[config.mk]
export PLATFORM = sky130hd
export DESIGN_NAME = quoted_string_unescape_decoder_top_flat
export DESIGN_NICKNAME = d
export VERILOG_FILES = /design/src/rtl/qsu_pkg.sv /design/src/rtl/qsu_if.sv /design/src/rtl/qsu_parser.sv /design/src/rtl/qsu_out_buf.sv /design/src/rtl/quoted_string_unescape_decoder_top.sv /design/src/flat_wrapper.sv
export SDC_FILE = /design/constraint.sdc
export NUM_CORES = 1
export LEC_CHECK = 0
export BUFFER_PORTS_ARGS = -buffer_cell sky130_fd_sc_hd__buf_4
export CAP_MARGIN = 20
export CORE_ASPECT_RATIO = 0.75
export CORE_MARGIN = 3
export CORE_UTILIZATION = 55
export CTS_BUF_LIST = sky130_fd_sc_hd__clkbuf_16
export DETAILED_ROUTE_END_ITERATION = 12
export PLACE_DENSITY = 0.74
export SKIP_CTS_REPAIR_TIMING = 1
export SLEW_MARGIN = 20
export SYNTH_ARGS = -nofsm -noshare
export SYNTH_HDL_FRONTEND = slang
export SYNTH_HIERARCHICAL = 1
export SYNTH_SLANG_ARGS = --single-unit
[constraint.sdc]
create_clock -name clock -period 7.95 [get_ports clock]
set_clock_uncertainty 0.1 [all_clocks]
set_input_delay 0 -clock clock [delete_from_list [all_inputs] [get_ports clock]]
set_output_delay 0 -clock clock [all_outputs]
set_load 0.03 [all_outputs]
[src/rtl/qsu_pkg.sv]
// ----------------------------------------------------------------------------
// qsu_pkg
// Shared types, codes and helper functions for the quoted string unescape
// decoder.
// ----------------------------------------------------------------------------
package qsu_pkg;

   localparam int UnitWidth = 16;
   localparam int AccWidth  = 32;

   localparam logic [2:0] PH_OPEN   = 3'd0;
   localparam logic [2:0] PH_BODY   = 3'd1;
   localparam logic [2:0] PH_ESC    = 3'd2;
   localparam logic [2:0] PH_DIGITS = 3'd3;

   localparam logic [1:0] KIND_HEX2 = 2'd0;
   localparam logic [1:0] KIND_HEX4 = 2'd1;
   localparam logic [1:0] KIND_HEX8 = 2'd2;
   localparam logic [1:0] KIND_OCT  = 2'd3;

   localparam logic [UnitWidth-1:0] CHAR_QUOTE     = 16'h0022;
   localparam logic [UnitWidth-1:0] CHAR_BACKSLASH = 16'h005C;
   localparam logic [UnitWidth-1:0] CHAR_ZERO      = 16'h0030;
   localparam logic [UnitWidth-1:0] CHAR_SEVEN     = 16'h0037;
   localparam logic [UnitWidth-1:0] CHAR_NINE      = 16'h0039;
   localparam logic [UnitWidth-1:0] CHAR_LOW_A     = 16'h0061;
   localparam logic [UnitWidth-1:0] CHAR_LOW_B     = 16'h0062;
   localparam logic [UnitWidth-1:0] CHAR_LOW_F     = 16'h0066;
   localparam logic [UnitWidth-1:0] CHAR_LOW_N     = 16'h006E;
   localparam logic [UnitWidth-1:0] CHAR_LOW_R     = 16'h0072;
   localparam logic [UnitWidth-1:0] CHAR_LOW_T     = 16'h0074;
   localparam logic [UnitWidth-1:0] CHAR_LOW_U     = 16'h0075;
   localparam logic [UnitWidth-1:0] CHAR_LOW_V     = 16'h0076;
   localparam logic [UnitWidth-1:0] CHAR_LOW_X     = 16'h0078;
   localparam logic [UnitWidth-1:0] CHAR_UP_A      = 16'h0041;
   localparam logic [UnitWidth-1:0] CHAR_UP_F      = 16'h0046;
   localparam logic [UnitWidth-1:0] CHAR_UP_U      = 16'h0055;

   localparam logic [UnitWidth-1:0] CODE_BELL      = 16'h0007;
   localparam logic [UnitWidth-1:0] CODE_BACKSPACE = 16'h0008;
   localparam logic [UnitWidth-1:0] CODE_TAB       = 16'h0009;
   localparam logic [UnitWidth-1:0] CODE_NEWLINE   = 16'h000A;
   localparam logic [UnitWidth-1:0] CODE_VTAB      = 16'h000B;
   localparam logic [UnitWidth-1:0] CODE_FORMFEED  = 16'h000C;
   localparam logic [UnitWidth-1:0] CODE_RETURN    = 16'h000D;

   localparam logic [AccWidth-1:0] MAX_CODE_POINT = 32'h0010_FFFF;
   localparam logic [AccWidth-1:0] MAX_BMP        = 32'h0000_FFFF;
   localparam logic [AccWidth-1:0] MAX_OCTAL      = 32'h0000_00FF;
   localparam logic [20:0]         SUPP_BASE      = 21'h01_0000;
   localparam logic [UnitWidth-1:0] HIGH_SURR     = 16'hD800;
   localparam logic [UnitWidth-1:0] LOW_SURR      = 16'hDC00;

   typedef struct packed {
      logic [2:0]          parse_phase;
      logic [1:0]          escape_kind;
      logic [3:0]          digits_left;
      logic [AccWidth-1:0] code_accumulator;
      logic                failed_flag;
   } qsu_state_type;

   localparam qsu_state_type STATE_RESET = '{
      parse_phase:      PH_OPEN,
      escape_kind:      KIND_HEX2,
      digits_left:      4'd0,
      code_accumulator: '0,
      failed_flag:      1'b0
   };

   typedef struct packed {
      logic [UnitWidth-1:0] decoded_unit;
      logic                 run_last;
      logic                 string_end;
      logic                 syntax_error;
   } qsu_item_type;

   // Results produced by one accepted item: zero, one or two.
   typedef struct packed {
      logic [1:0]   count;
      qsu_item_type item0;
      qsu_item_type item1;
   } qsu_push_type;

   // Returns {valid, digit} for a hexadecimal digit character.
   function automatic logic [4:0] hex_digit(input logic [UnitWidth-1:0] c);
      logic [4:0] res;
      res = 5'd0;
      if (c inside {[CHAR_ZERO:CHAR_NINE]}) begin
         res = {1'b1, c[3:0]};
      end else if (c inside {[CHAR_LOW_A:CHAR_LOW_F], [CHAR_UP_A:CHAR_UP_F]}) begin
         res = {1'b1, c[3:0] + 4'd9};
      end
      return res;
   endfunction

   function automatic logic is_octal(input logic [UnitWidth-1:0] c);
      return c inside {[CHAR_ZERO:CHAR_SEVEN]};
   endfunction

endpackage

[src/rtl/qsu_if.sv]
// ----------------------------------------------------------------------------
// qsu_req_if / qsu_rsp_if
// Valid/ready channels carrying input code units and decoded result items.
// ----------------------------------------------------------------------------
interface qsu_req_if;
   logic        valid;
   logic        ready;
   logic [15:0] code_unit;
   logic        string_last;

   modport source (output valid, output code_unit, output string_last, input ready);
   modport sink   (input valid, input code_unit, input string_last, output ready);
endinterface

interface qsu_rsp_if;
   logic        valid;
   logic        ready;
   logic [15:0] decoded_unit;
   logic        run_last;
   logic        string_end;
   logic        syntax_error;

   modport source (output valid, output decoded_unit, output run_last,
                   output string_end, output syntax_error, input ready);
   modport sink   (input valid, input decoded_unit, input run_last,
                   input string_end, input syntax_error, output ready);
endinterface

[src/rtl/qsu_parser.sv]
// ----------------------------------------------------------------------------
// qsu_parser
// Parse state registers and the single-pass decode of one code unit into
// up to two result items.
// ----------------------------------------------------------------------------
module qsu_parser (
   input  logic                           clock,
   input  logic                           reset,
   input  logic                           accept,
   input  logic [qsu_pkg::UnitWidth-1:0]  code_unit,
   input  logic                           string_last,
   output qsu_pkg::qsu_push_type          push
);
   import qsu_pkg::*;

   qsu_state_type state_ff;
   qsu_state_type state_in;

   logic [4:0]          hex_res;
   logic                digit_ok;
   logic [AccWidth-1:0] acc_next;
   logic [3:0]          digits_next;
   logic [20:0]         supp_off;
   logic                out_of_range;

   always_comb begin
      hex_res      = hex_digit(code_unit);
      digit_ok     = (state_ff.escape_kind == KIND_OCT) ? is_octal(code_unit) : hex_res[4];
      acc_next     = (state_ff.escape_kind == KIND_OCT) ?
                     {state_ff.code_accumulator[AccWidth-4:0], code_unit[2:0]} :
                     {state_ff.code_accumulator[AccWidth-5:0], hex_res[3:0]};
      digits_next  = state_ff.digits_left - 4'd1;
      out_of_range = ((state_ff.escape_kind == KIND_HEX8) && (acc_next > MAX_CODE_POINT)) ||
                     ((state_ff.escape_kind == KIND_OCT) && (acc_next > MAX_OCTAL));
      supp_off     = acc_next[20:0] - SUPP_BASE;

      state_in = state_ff;
      push     = '0;

      if (string_last) begin
         push.count              = 2'd1;
         push.item0.string_end   = 1'b1;
         push.item0.syntax_error = !(!state_ff.failed_flag &&
                                     (state_ff.parse_phase == PH_BODY) &&
                                     (code_unit == CHAR_QUOTE));
         state_in = STATE_RESET;
      end else if (!state_ff.failed_flag) begin
         case (state_ff.parse_phase)
            PH_OPEN: begin
               state_in.failed_flag = (code_unit != CHAR_QUOTE);
               state_in.parse_phase = PH_BODY;
            end
            PH_BODY: begin
               if (code_unit == CHAR_BACKSLASH) begin
                  state_in.parse_phase = PH_ESC;
               end else begin
                  push.count              = 2'd1;
                  push.item0.decoded_unit = code_unit;
               end
            end
            PH_ESC: begin
               state_in.parse_phase = PH_BODY;
               push.count           = 2'd1;
               case (code_unit)
                  CHAR_LOW_A:     push.item0.decoded_unit = CODE_BELL;
                  CHAR_LOW_B:     push.item0.decoded_unit = CODE_BACKSPACE;
                  CHAR_LOW_F:     push.item0.decoded_unit = CODE_FORMFEED;
                  CHAR_LOW_N:     push.item0.decoded_unit = CODE_NEWLINE;
                  CHAR_LOW_R:     push.item0.decoded_unit = CODE_RETURN;
                  CHAR_LOW_T:     push.item0.decoded_unit = CODE_TAB;
                  CHAR_LOW_V:     push.item0.decoded_unit = CODE_VTAB;
                  CHAR_BACKSLASH: push.item0.decoded_unit = CHAR_BACKSLASH;
                  CHAR_QUOTE:     push.item0.decoded_unit = CHAR_QUOTE;
                  CHAR_LOW_X: begin
                     push.count                 = 2'd0;
                     state_in.escape_kind       = KIND_HEX2;
                     state_in.digits_left       = 4'd2;
                     state_in.code_accumulator  = '0;
                     state_in.parse_phase       = PH_DIGITS;
                  end
                  CHAR_LOW_U: begin
                     push.count                 = 2'd0;
                     state_in.escape_kind       = KIND_HEX4;
                     state_in.digits_left       = 4'd4;
                     state_in.code_accumulator  = '0;
                     state_in.parse_phase       = PH_DIGITS;
                  end
                  CHAR_UP_U: begin
                     push.count                 = 2'd0;
                     state_in.escape_kind       = KIND_HEX8;
                     state_in.digits_left       = 4'd8;
                     state_in.code_accumulator  = '0;
                     state_in.parse_phase       = PH_DIGITS;
                  end
                  default: begin
                     push.count = 2'd0;
                     if (is_octal(code_unit)) begin
                        state_in.escape_kind      = KIND_OCT;
                        state_in.digits_left      = 4'd2;
                        state_in.code_accumulator = {{(AccWidth-3){1'b0}}, code_unit[2:0]};
                        state_in.parse_phase      = PH_DIGITS;
                     end else begin
                        state_in.failed_flag = 1'b1;
                     end
                  end
               endcase
            end
            default: begin
               if (!digit_ok) begin
                  state_in.failed_flag = 1'b1;
                  state_in.parse_phase = PH_BODY;
               end else begin
                  state_in.code_accumulator = acc_next;
                  state_in.digits_left      = digits_next;
                  if (digits_next == 4'd0) begin
                     state_in.parse_phase = PH_BODY;
                     if (out_of_range) begin
                        state_in.failed_flag = 1'b1;
                     end else if (acc_next > MAX_BMP) begin
                        push.count              = 2'd2;
                        push.item0.decoded_unit = HIGH_SURR + {6'd0, supp_off[19:10]};
                        push.item1.decoded_unit = LOW_SURR + {6'd0, supp_off[9:0]};
                     end else begin
                        push.count              = 2'd1;
                        push.item0.decoded_unit = acc_next[UnitWidth-1:0];
                     end
                  end
               end
            end
         endcase
      end

      push.item0.run_last = (push.count == 2'd1);
      push.item1.run_last = (push.count == 2'd2);
   end

   always_ff @(posedge clock) begin
      if (reset) begin
         state_ff <= STATE_RESET;
      end else if (accept) begin
         state_ff <= state_in;
      end
   end

`ifndef SYNTHESIS
   a_count_range: assert property (@(posedge clock) disable iff (reset)
      push.count != 2'd3)
      else $error("parser result count out of range");
   a_end_single: assert property (@(posedge clock) disable iff (reset)
      string_last |-> (push.count == 2'd1) && push.item0.string_end && push.item0.run_last)
      else $error("final unit must give exactly one status item");
   a_end_resets: assert property (@(posedge clock) disable iff (reset)
      (accept && string_last) |=> (state_ff.parse_phase == PH_OPEN) && !state_ff.failed_flag)
      else $error("parse state not cleared after final unit");
   a_failed_quiet: assert property (@(posedge clock) disable iff (reset)
      (state_ff.failed_flag && !string_last) |-> (push.count == 2'd0))
      else $error("results emitted after a syntax error");
`endif

endmodule

[src/rtl/qsu_out_buf.sv]
// ----------------------------------------------------------------------------
// qsu_out_buf
// Two-entry result register that hands decoded items to rsp one per cycle
// while rsp.ready is high and tells the input side when a new item may enter.
// ----------------------------------------------------------------------------
module qsu_out_buf (
   input  logic                  clock,
   input  logic                  reset,
   input  logic                  push_en,
   input  qsu_pkg::qsu_push_type push,
   output logic                  can_accept,
   qsu_rsp_if.source             rsp
);
   import qsu_pkg::*;

   logic [1:0]   count_ff;
   logic [1:0]   count_in;
   qsu_item_type slot0_ff;
   qsu_item_type slot0_in;
   qsu_item_type slot1_ff;
   qsu_item_type slot1_in;
   logic         pop;

   assign pop        = rsp.valid && rsp.ready;
   assign can_accept = (count_ff == 2'd0) || ((count_ff == 2'd1) && rsp.ready);

   always_comb begin
      count_in = count_ff;
      slot0_in = slot0_ff;
      slot1_in = slot1_ff;
      if (push_en) begin
         count_in = push.count;
         slot0_in = push.item0;
         slot1_in = push.item1;
      end else if (pop) begin
         count_in = count_ff - 2'd1;
         slot0_in = slot1_ff;
      end
   end

   always_ff @(posedge clock) begin
      if (reset) begin
         count_ff <= 2'd0;
      end else begin
         count_ff <= count_in;
      end
      slot0_ff <= slot0_in;
      slot1_ff <= slot1_in;
   end

   assign rsp.valid        = (count_ff != 2'd0);
   assign rsp.decoded_unit = slot0_ff.decoded_unit;
   assign rsp.run_last     = slot0_ff.run_last;
   assign rsp.string_end   = slot0_ff.string_end;
   assign rsp.syntax_error = slot0_ff.syntax_error;

`ifndef SYNTHESIS
   a_count_max: assert property (@(posedge clock) disable iff (reset)
      count_ff != 2'd3)
      else $error("result buffer overfilled");
   a_push_room: assert property (@(posedge clock) disable iff (reset)
      push_en |-> (count_ff == 2'd0) || ((count_ff == 2'd1) && pop))
      else $error("item pushed over pending results");
   a_pair_holds: assert property (@(posedge clock) disable iff (reset)
      ((count_ff == 2'd2) && !pop) |=> (count_ff == 2'd2) && $stable(slot0_ff))
      else $error("stalled result pair changed");
   a_pair_order: assert property (@(posedge clock) disable iff (reset)
      ((count_ff == 2'd2) && pop) |=> (count_ff == 2'd1) && (slot0_ff == $past(slot1_ff)))
      else $error("second result of a pair lost");
`endif

endmodule

[src/rtl/quoted_string_unescape_decoder_top.sv]
// ----------------------------------------------------------------------------
// quoted_string_unescape_decoder_top
// Streaming decoder for a double-quoted string literal with escapes.
// ----------------------------------------------------------------------------
// The block takes one UTF-16 code unit per cycle on req while ready is high
// and returns decoded units on rsp in the cycle after the unit is taken.
// Most units give zero or one item and flow at one item per cycle while rsp
// is ready; a \U escape above 0xFFFF gives a surrogate pair, which holds the
// result port for both items and the input until the first is taken, in the
// two-entry result register. The final unit of each literal gives one status
// item that reports success or invalid syntax and returns the parser to start.
module quoted_string_unescape_decoder_top (
   input  logic      clock,
   input  logic      reset,
   qsu_req_if.sink   req,
   qsu_rsp_if.source rsp
);
   import qsu_pkg::*;

   logic         can_accept;
   logic         accept;
   qsu_push_type push;

   assign req.ready = can_accept;
   assign accept    = req.valid && can_accept;

   qsu_parser u_parser (
      .clock       (clock),
      .reset       (reset),
      .accept      (accept),
      .code_unit   (req.code_unit),
      .string_last (req.string_last),
      .push        (push)
   );

   qsu_out_buf u_out_buf (
      .clock      (clock),
      .reset      (reset),
      .push_en    (accept),
      .push       (push),
      .can_accept (can_accept),
      .rsp        (rsp)
   );

endmodule
[src/flat_wrapper.sv]
// flat-port wrapper written by rule: the top's interface ports become plain ports
module quoted_string_unescape_decoder_top_flat import qsu_pkg::*;
  (clock, reset, req_valid, req_code_unit, req_string_last, req_ready, rsp_valid, rsp_decoded_unit, rsp_run_last, rsp_string_end, rsp_syntax_error, rsp_ready);
  qsu_req_if req_i ();
  qsu_rsp_if rsp_i ();
  input  logic clock;
  input  logic reset;
  input wire logic [$bits(req_i.valid)-1:0] req_valid;
  input wire logic [$bits(req_i.code_unit)-1:0] req_code_unit;
  input wire logic [$bits(req_i.string_last)-1:0] req_string_last;
  output wire logic [$bits(req_i.ready)-1:0] req_ready;
  output wire logic [$bits(rsp_i.valid)-1:0] rsp_valid;
  output wire logic [$bits(rsp_i.decoded_unit)-1:0] rsp_decoded_unit;
  output wire logic [$bits(rsp_i.run_last)-1:0] rsp_run_last;
  output wire logic [$bits(rsp_i.string_end)-1:0] rsp_string_end;
  output wire logic [$bits(rsp_i.syntax_error)-1:0] rsp_syntax_error;
  input wire logic [$bits(rsp_i.ready)-1:0] rsp_ready;
  assign req_i.valid = req_valid;
  assign req_i.code_unit = req_code_unit;
  assign req_i.string_last = req_string_last;
  assign req_ready = req_i.ready;
  assign rsp_valid = rsp_i.valid;
  assign rsp_decoded_unit = rsp_i.decoded_unit;
  assign rsp_run_last = rsp_i.run_last;
  assign rsp_string_end = rsp_i.string_end;
  assign rsp_syntax_error = rsp_i.syntax_error;
  assign rsp_i.ready = rsp_ready;
  quoted_string_unescape_decoder_top u_core (.clock(clock), .reset(reset), .req(req_i), .rsp(rsp_i));
endmodule
==> impl_metrics.ini, run 1 <==
[sta]
finalSetupViolCount = 0
fmax_mhz = 247
maxSlewHeadroom_pct = 31.3
worstMarginPinSlew_ns = 1.03
finalMaxSlewViolations = 0
tns_ns = 0
hold_viol = 1
grt_setup_unrepaired = false
finalCriticalPeriod_ns = 4.05
fin_crit_sh_pct = 51.0
fin_hold_ws_ns = -0.0496

[worst_setup_path]
reg2reg_depth = 10
critPathRequiredTime_ns = 8.05
path_max_fanout = 13
timing.rr.end = u_core/u_out_buf/rsp.decoded_unit[10]
endpoint_kind = flop
cpMaxStageDelayCell = nand4_1
rrSetupSlack_ns = 3.90
r2r-start = u_core/u_parser/state_ff[37]
start_kind = flop
cp_cell_sequence = and2_1 > mux2i_1 > ha_1 > nand2b_1 > a2111oi_0 > a22oi_1 > o21ai_0 > nand4_1 > o31ai_1 > mux2_2
slowest_delay_ns = 0.66
path_class = reg -> reg
crit_arrival_ns = 4.15

[global_route]
grt_pass1_wl_um = 20700
grt_pass1_vias = 3959
grt_max_degree = 59
antenna_found_initial = 0
grt_usage_pct = 26.3
overflow = 0

[synth]
synth_seq_cells = 78
synth.distinct_cells = 70
syn_area_um2 = 4950
yosysSeqAreaShare_pct = 39.2
syn_avg_cell_area_um2 = 9.57
async_flop_share_pct = 0
yosysWarnings = 6
syn_inst = 517
ys.flop_type = dfxtp_1
synth_edf_count = 38

[job]
maxCapViolCount = 0

[cells_and_area]
layout_commonest_cell = buf_4
fillers = 710
diodes = 0
regArea_um2 = 1940
fin_nets = 571
synthToLayoutAreaGrowth_pct = 11.3
mostFrequentLayoutCells = buf_4, nand2_1, dfxtp_1
multiInputGateArea_um2 = 2710
drive_gt1_share_pct = 17.6
final-instance-count-excl-fill = 647

[hold_path]
hold-path-endpoint = u_core/u_out_buf/count_ff[1]
timing.hold.worst.class = in -> reg
hold_path_depth = 4
hold_start = rsp_ready

[floorplanning]
core_um2 = 8600
die_h_um = 88.1
start_util_pct = 57.5
dieArea_um2 = 10200
ioPinCount = 42
die_x_um = 116
row_count = 29

[drt]
vias = 4215
post_drt_via_cell_ratio = 6.51
wire_per_inst_um = 20.5
ant_nets = 0
drtIter0Drc = 481
wirelength_um = 13300
dr.pass1.iters = 6
drc = 0

[power_and_ir_drop]
power.density_nw_per_um2 = 194
ir_worst_vdd_v = 0.000205
p_leak_nw = 1.98

[placed_design]
port_buffers = 41
place_congestion = 0.980
dp_hpwl_um = 9230
placed_cells = 629

[clock_tree]
cts-htree-levels = 3
cts_tree = yes
clock_latency_ns = 0.33
cts_buffers = 9
clk_path_buf_depth = 2
cts.sinks = 78
cts_root_buf = clkbuf_16
clk_pin_slew_ns = 0.06

[status]
status = finished, violations left
violations = negative hold slack
[routing by layer]
metal	up-vias	share of wire (%)	GRT usage, %
li1	1971	-	-
met1	2011	45	36.3
met2	214	44	40.0
met3	19	9.5	8.29
met4	0	1.5	7.46
met5	-	0	0
[worst max path at each step]
stage	from	to	depth (start not counted)
6_report	u_core/u_parser/state_ff[37]	u_core/u_out_buf/rsp.decoded_unit[10]	10
3_5_place_dp	u_core/u_parser/state_ff[37]	u_core/u_out_buf/rsp.decoded_unit[10]	10
3_3_place_gp	u_core/u_parser/state_ff[37]	u_core/u_out_buf/rsp.decoded_unit[13]	10
2_1_floorplan	u_core/u_parser/state_ff[37]	u_core/u_out_buf/rsp.decoded_unit[0]	13
4_1_cts	u_core/u_parser/state_ff[37]	u_core/u_out_buf/rsp.decoded_unit[10]	10
5_1_grt	u_core/u_parser/state_ff[37]	u_core/u_out_buf/rsp.decoded_unit[10]	10
[power breakdown]
group	leakage, nW	internal, W	total [W]	switching (W)
Combinational	1.13	0.0000686	0.000194	0.000126
Sequential	0.702	0.000462	0.000473	0.0000114
Clock	0.148	0.000241	0.000401	0.000160
Total	1.98	0.000771	0.00107	0.000297
[Yosys cell counts, types with 12 or more instances]
cell type  instances  area [um^2]
nor2_1            29          109
mux2i_1           27          270
ha_1              16          200
inv_1             23         86.3
edfxtp_1          38         1140
o31ai_1           28          210
o21ai_0           20          100
a21oi_1           24          120
nand2_1           42          158
mux2_2            23          259
nand3b_1          29          218
clkbuf_1          12         45.0
dfxtp_1           40          801
[registers in the layout, summed over array words and instances, names as in the netlist]
signal and count:
u_core/u_out_buf/rsp.string_end 1, u_core/u_parser/state_ff 38, u_core/u_out_buf/slot1_ff 19, u_core/u_out_buf/rsp.run_last 1
u_core/u_out_buf/rsp.syntax_error 1, u_core/u_out_buf/rsp.decoded_unit 16, u_core/u_out_buf/count_ff 2
[critical path, delay by kind of cell (launching register included)]
family                   cells  cell delay [ns]
flip-flops                   1             0.39
adder cells (fa/ha/maj)      1             0.27
AND/OR/NAND/NOR              3             0.98
multiplexers                 2             0.64
AO/OA/AOI/OAI                4             1.52
[cell type report]
type                       count  area share, %
sequential                    78           35.2
tap                          108           2.45
multi-input combinational    377           49.2
inverter                      23           1.57
timing repair buffer          45           6.22
clock buffer                   9           4.09
clock inverter                 7           1.18
[per-stage QoR]
step	utilization (%)	hold WS, ns	setup WS, ns	area, um^2	total power [W]
after floorplan	-	-0.0354	4.40	4960	0.000612
after global placement	60.4	0.171	4.23	5190	0.000668
after detailed placement	60.4	0.173	4.06	5190	0.000673
after CTS	63.7	-0.181	4.03	5480	0.00107
after global routing	64.1	0.00842	3.61	5510	0.00111
final	64.1	-0.0496	3.90	5510	0.00107
[cells by family (layout without fill, tap and decap cells)]
| family | count (synthesis) | in the layout | share of synthesized area [%] |
|---|---|---|---|
| AO/OA/AOI/OAI | 126 | 126 | 18.0 |
| XOR/XNOR | 5 | 5 | 0.885 |
| adder cells (fa/ha/maj) | 16 | 16 | 4.05 |
| buffers and inverters | 64 | 84 | 6.30 |
| flip-flops | 78 | 78 | 39.2 |
| multiplexers | 50 | 50 | 10.7 |
| other | 1 | 3 | 0.0758 |
| AND/OR/NAND/NOR | 177 | 177 | 20.8 |
(Power assumes the default switching activity.)
==> run 2: changes to the inputs <==
PLACE_DENSITY = 0.77   (was 0.74)
clock period = 3.3 ns   (was 7.95 ns; I/O delays follow)
==> run 2 against run 1 <==
  * The flow still finishes with violations (negative hold slack)
  * Cell count is 2.8% higher
  * Via count is 1.0% higher
  * Highest routed layer unchanged
  * Clock power is 120% higher
  * Worst hold slack better by 0.036 ns
  * Wire length is 2.3% lower
  * Design area is 2.0% higher
  * Sequential power is 140% higher
==> impl_metrics.ini, run 2 (synthesized netlist as in run 1, its figures left out) <==
[sta]
fmax_mhz = 331
grt_setup_unrepaired = false
worstMarginPinSlew_ns = 0.980
finalSetupViolCount = 0
fin_crit_sh_pct = 91.5
fin_hold_ws_ns = -0.0138
finalMaxSlewViolations = 0
maxSlewHeadroom_pct = 34.7
hold_viol = 2
finalCriticalPeriod_ns = 3.02
tns_ns = 0

[cells_and_area]
synthToLayoutAreaGrowth_pct = 13.6
diodes = 0
drive_gt1_share_pct = 20.3
largest_reg_flops = 38
fillers = 698
layout_commonest_cell = buf_4
mostFrequentLayoutCells = buf_4, nand2_1, dfxtp_1
top_register = u_core/u_parser/state_ff
fin_nets = 589
multiInputGateArea_um2 = 2710
regArea_um2 = 1940

[power_and_ir_drop]
p_leak_nw = 2.04
total_power_w = 0.00250
power.density_nw_per_um2 = 444
ir_worst_vdd_v = 0.000240

[worst_setup_path]
endpoint_kind = flop
cpMaxStageDelayCell = dfxtp_1
crit_path_frequent_cell = buf_4
crit_arrival_ns = 3.12
cp_cell_sequence = and2_1 > mux2i_1 > ha_1 > nand2b_1 > a2111oi_2 > a22oi_1 > o21ai_1 > buf_4 > nand4_1 > buf_4 > o31ai_1 > mux2_2
slowest_delay_ns = 0.39
path_class = reg -> reg
reg2reg_depth = 12
start_kind = flop
critPathRequiredTime_ns = 3.40
path_max_fanout = 13

[drt]
vias = 4257
wire_per_inst_um = 19.5
wirelength_um = 13000
ant_nets = 0
drtIter0Drc = 604
post_drt_via_cell_ratio = 6.40
dr.pass1.iters = 6
drc = 0

[floorplanning]
die_x_um = 116
ioPinCount = 42
start_util_pct = 57.5
die_h_um = 88.1
row_count = 29
dieArea_um2 = 10200
core_um2 = 8600

[clock_tree]
cts_buffers = 9
cts_root_buf = clkbuf_16
cts-htree-levels = 3
cts.sinks = 78
clk_path_buf_depth = 2
clock_latency_ns = 0.33
clk_pin_slew_ns = 0.06
cts_tree = yes

[placed_design]
port_buffers = 41
place_congestion = 0.979
dp_hpwl_um = 9300

[status]
status = finished, violations left
violations = negative hold slack

[global_route]
overflow = 0
grt_pass1_wl_um = 20400
grt_usage_pct = 25.9
grt_pass1_vias = 3828
antenna_found_initial = 0
grt_max_degree = 41

[hold_path]
hold_path_depth = 4
timing.hold.worst.class = in -> reg

[job]
maxCapViolCount = 0
## run 2: cell types whose count changed in the layout (fill, tap and decap cells not counted), sizes merged
cell | previous run | this run
buf | 43 | 61
bufinv | 1 | 0
clkinv | 4 | 5
clkinvlp | 0 | 1
inv | 25 | 24
## run 2: report_power, final
part | total [W] | internal [W] | switching (W) | leakage, nW
combinational | 0.000471 | 0.000169 | 0.000302 | 1.22
clock | 0.000888 | 0.000502 | 0.000385 | 0.126
sequential | 0.00114 | 0.00111 | 0.0000282 | 0.702
## run 2: path summary, 6_finish.rpt
path | startpoint | end | slack, ns
setup / recovery | u_core/u_parser/state_ff[37] | u_core/u_out_buf/rsp.decoded_unit[10] | 0.28
hold / removal | rsp_ready | u_core/u_out_buf/count_ff[1] | -0.01
setup reg to reg | u_core/u_parser/state_ff[37] | u_core/u_out_buf/rsp.decoded_unit[10] | 0.28
hold reg to reg | u_core/u_parser/state_ff[27] | u_core/u_parser/state_ff[27] | 0.39
## run 2: worst max-delay path: cells and delay by family, from the launching register on
family	cells	cell delay [ns]
buffers and inverters	2	0.33
DFF	1	0.39
AOI/OAI and AO/OA	4	0.95
and+or+nand+nor	3	0.40
muxes	2	0.49
adders and majority gates	1	0.22
## run 2: routing by layer
| metal | vias to the layer above | part of all wire [%] | track usage [%] |
|---|---|---|---|
| li1 | 1997 | - | - |
| met1 | 2023 | 47 | 39.0 |
| met5 | - | 0 | 0 |
| met2 | 213 | 43 | 36.9 |
| met4 | 0 | 2.0 | 7.25 |
| met3 | 24 | 8.9 | 6.28 |
## run 2: layout make-up
class | instances | area share, %
Clock buffer | 9 | 4.01
Clock inverter | 7 | 0.712
Inverter | 23 | 1.54
Multi-Input combinational cell | 377 | 48.2
Sequential cell | 78 | 34.5
Tap cell | 108 | 2.40
Timing Repair Buffer | 63 | 8.57
## run 2: per-stage QoR
stage / cells / area, um^2 / worst slack [ns] / hold WS (ns) / util [%]
after global routing: 665 / 5620 / 0.0278 / 0.00405 / 65.4
after floorplan: 519 / 4960 / 0.0358 / -0.0354 / -
after global placement: 647 / 5330 / 0.319 / 0.171 / 61.9
after detailed placement: 647 / 5330 / 0.193 / 0.173 / 61.9
final: 665 / 5620 / 0.280 / -0.0138 / 65.4
after CTS: 663 / 5590 / 0.134 / -0.174 / 65.0
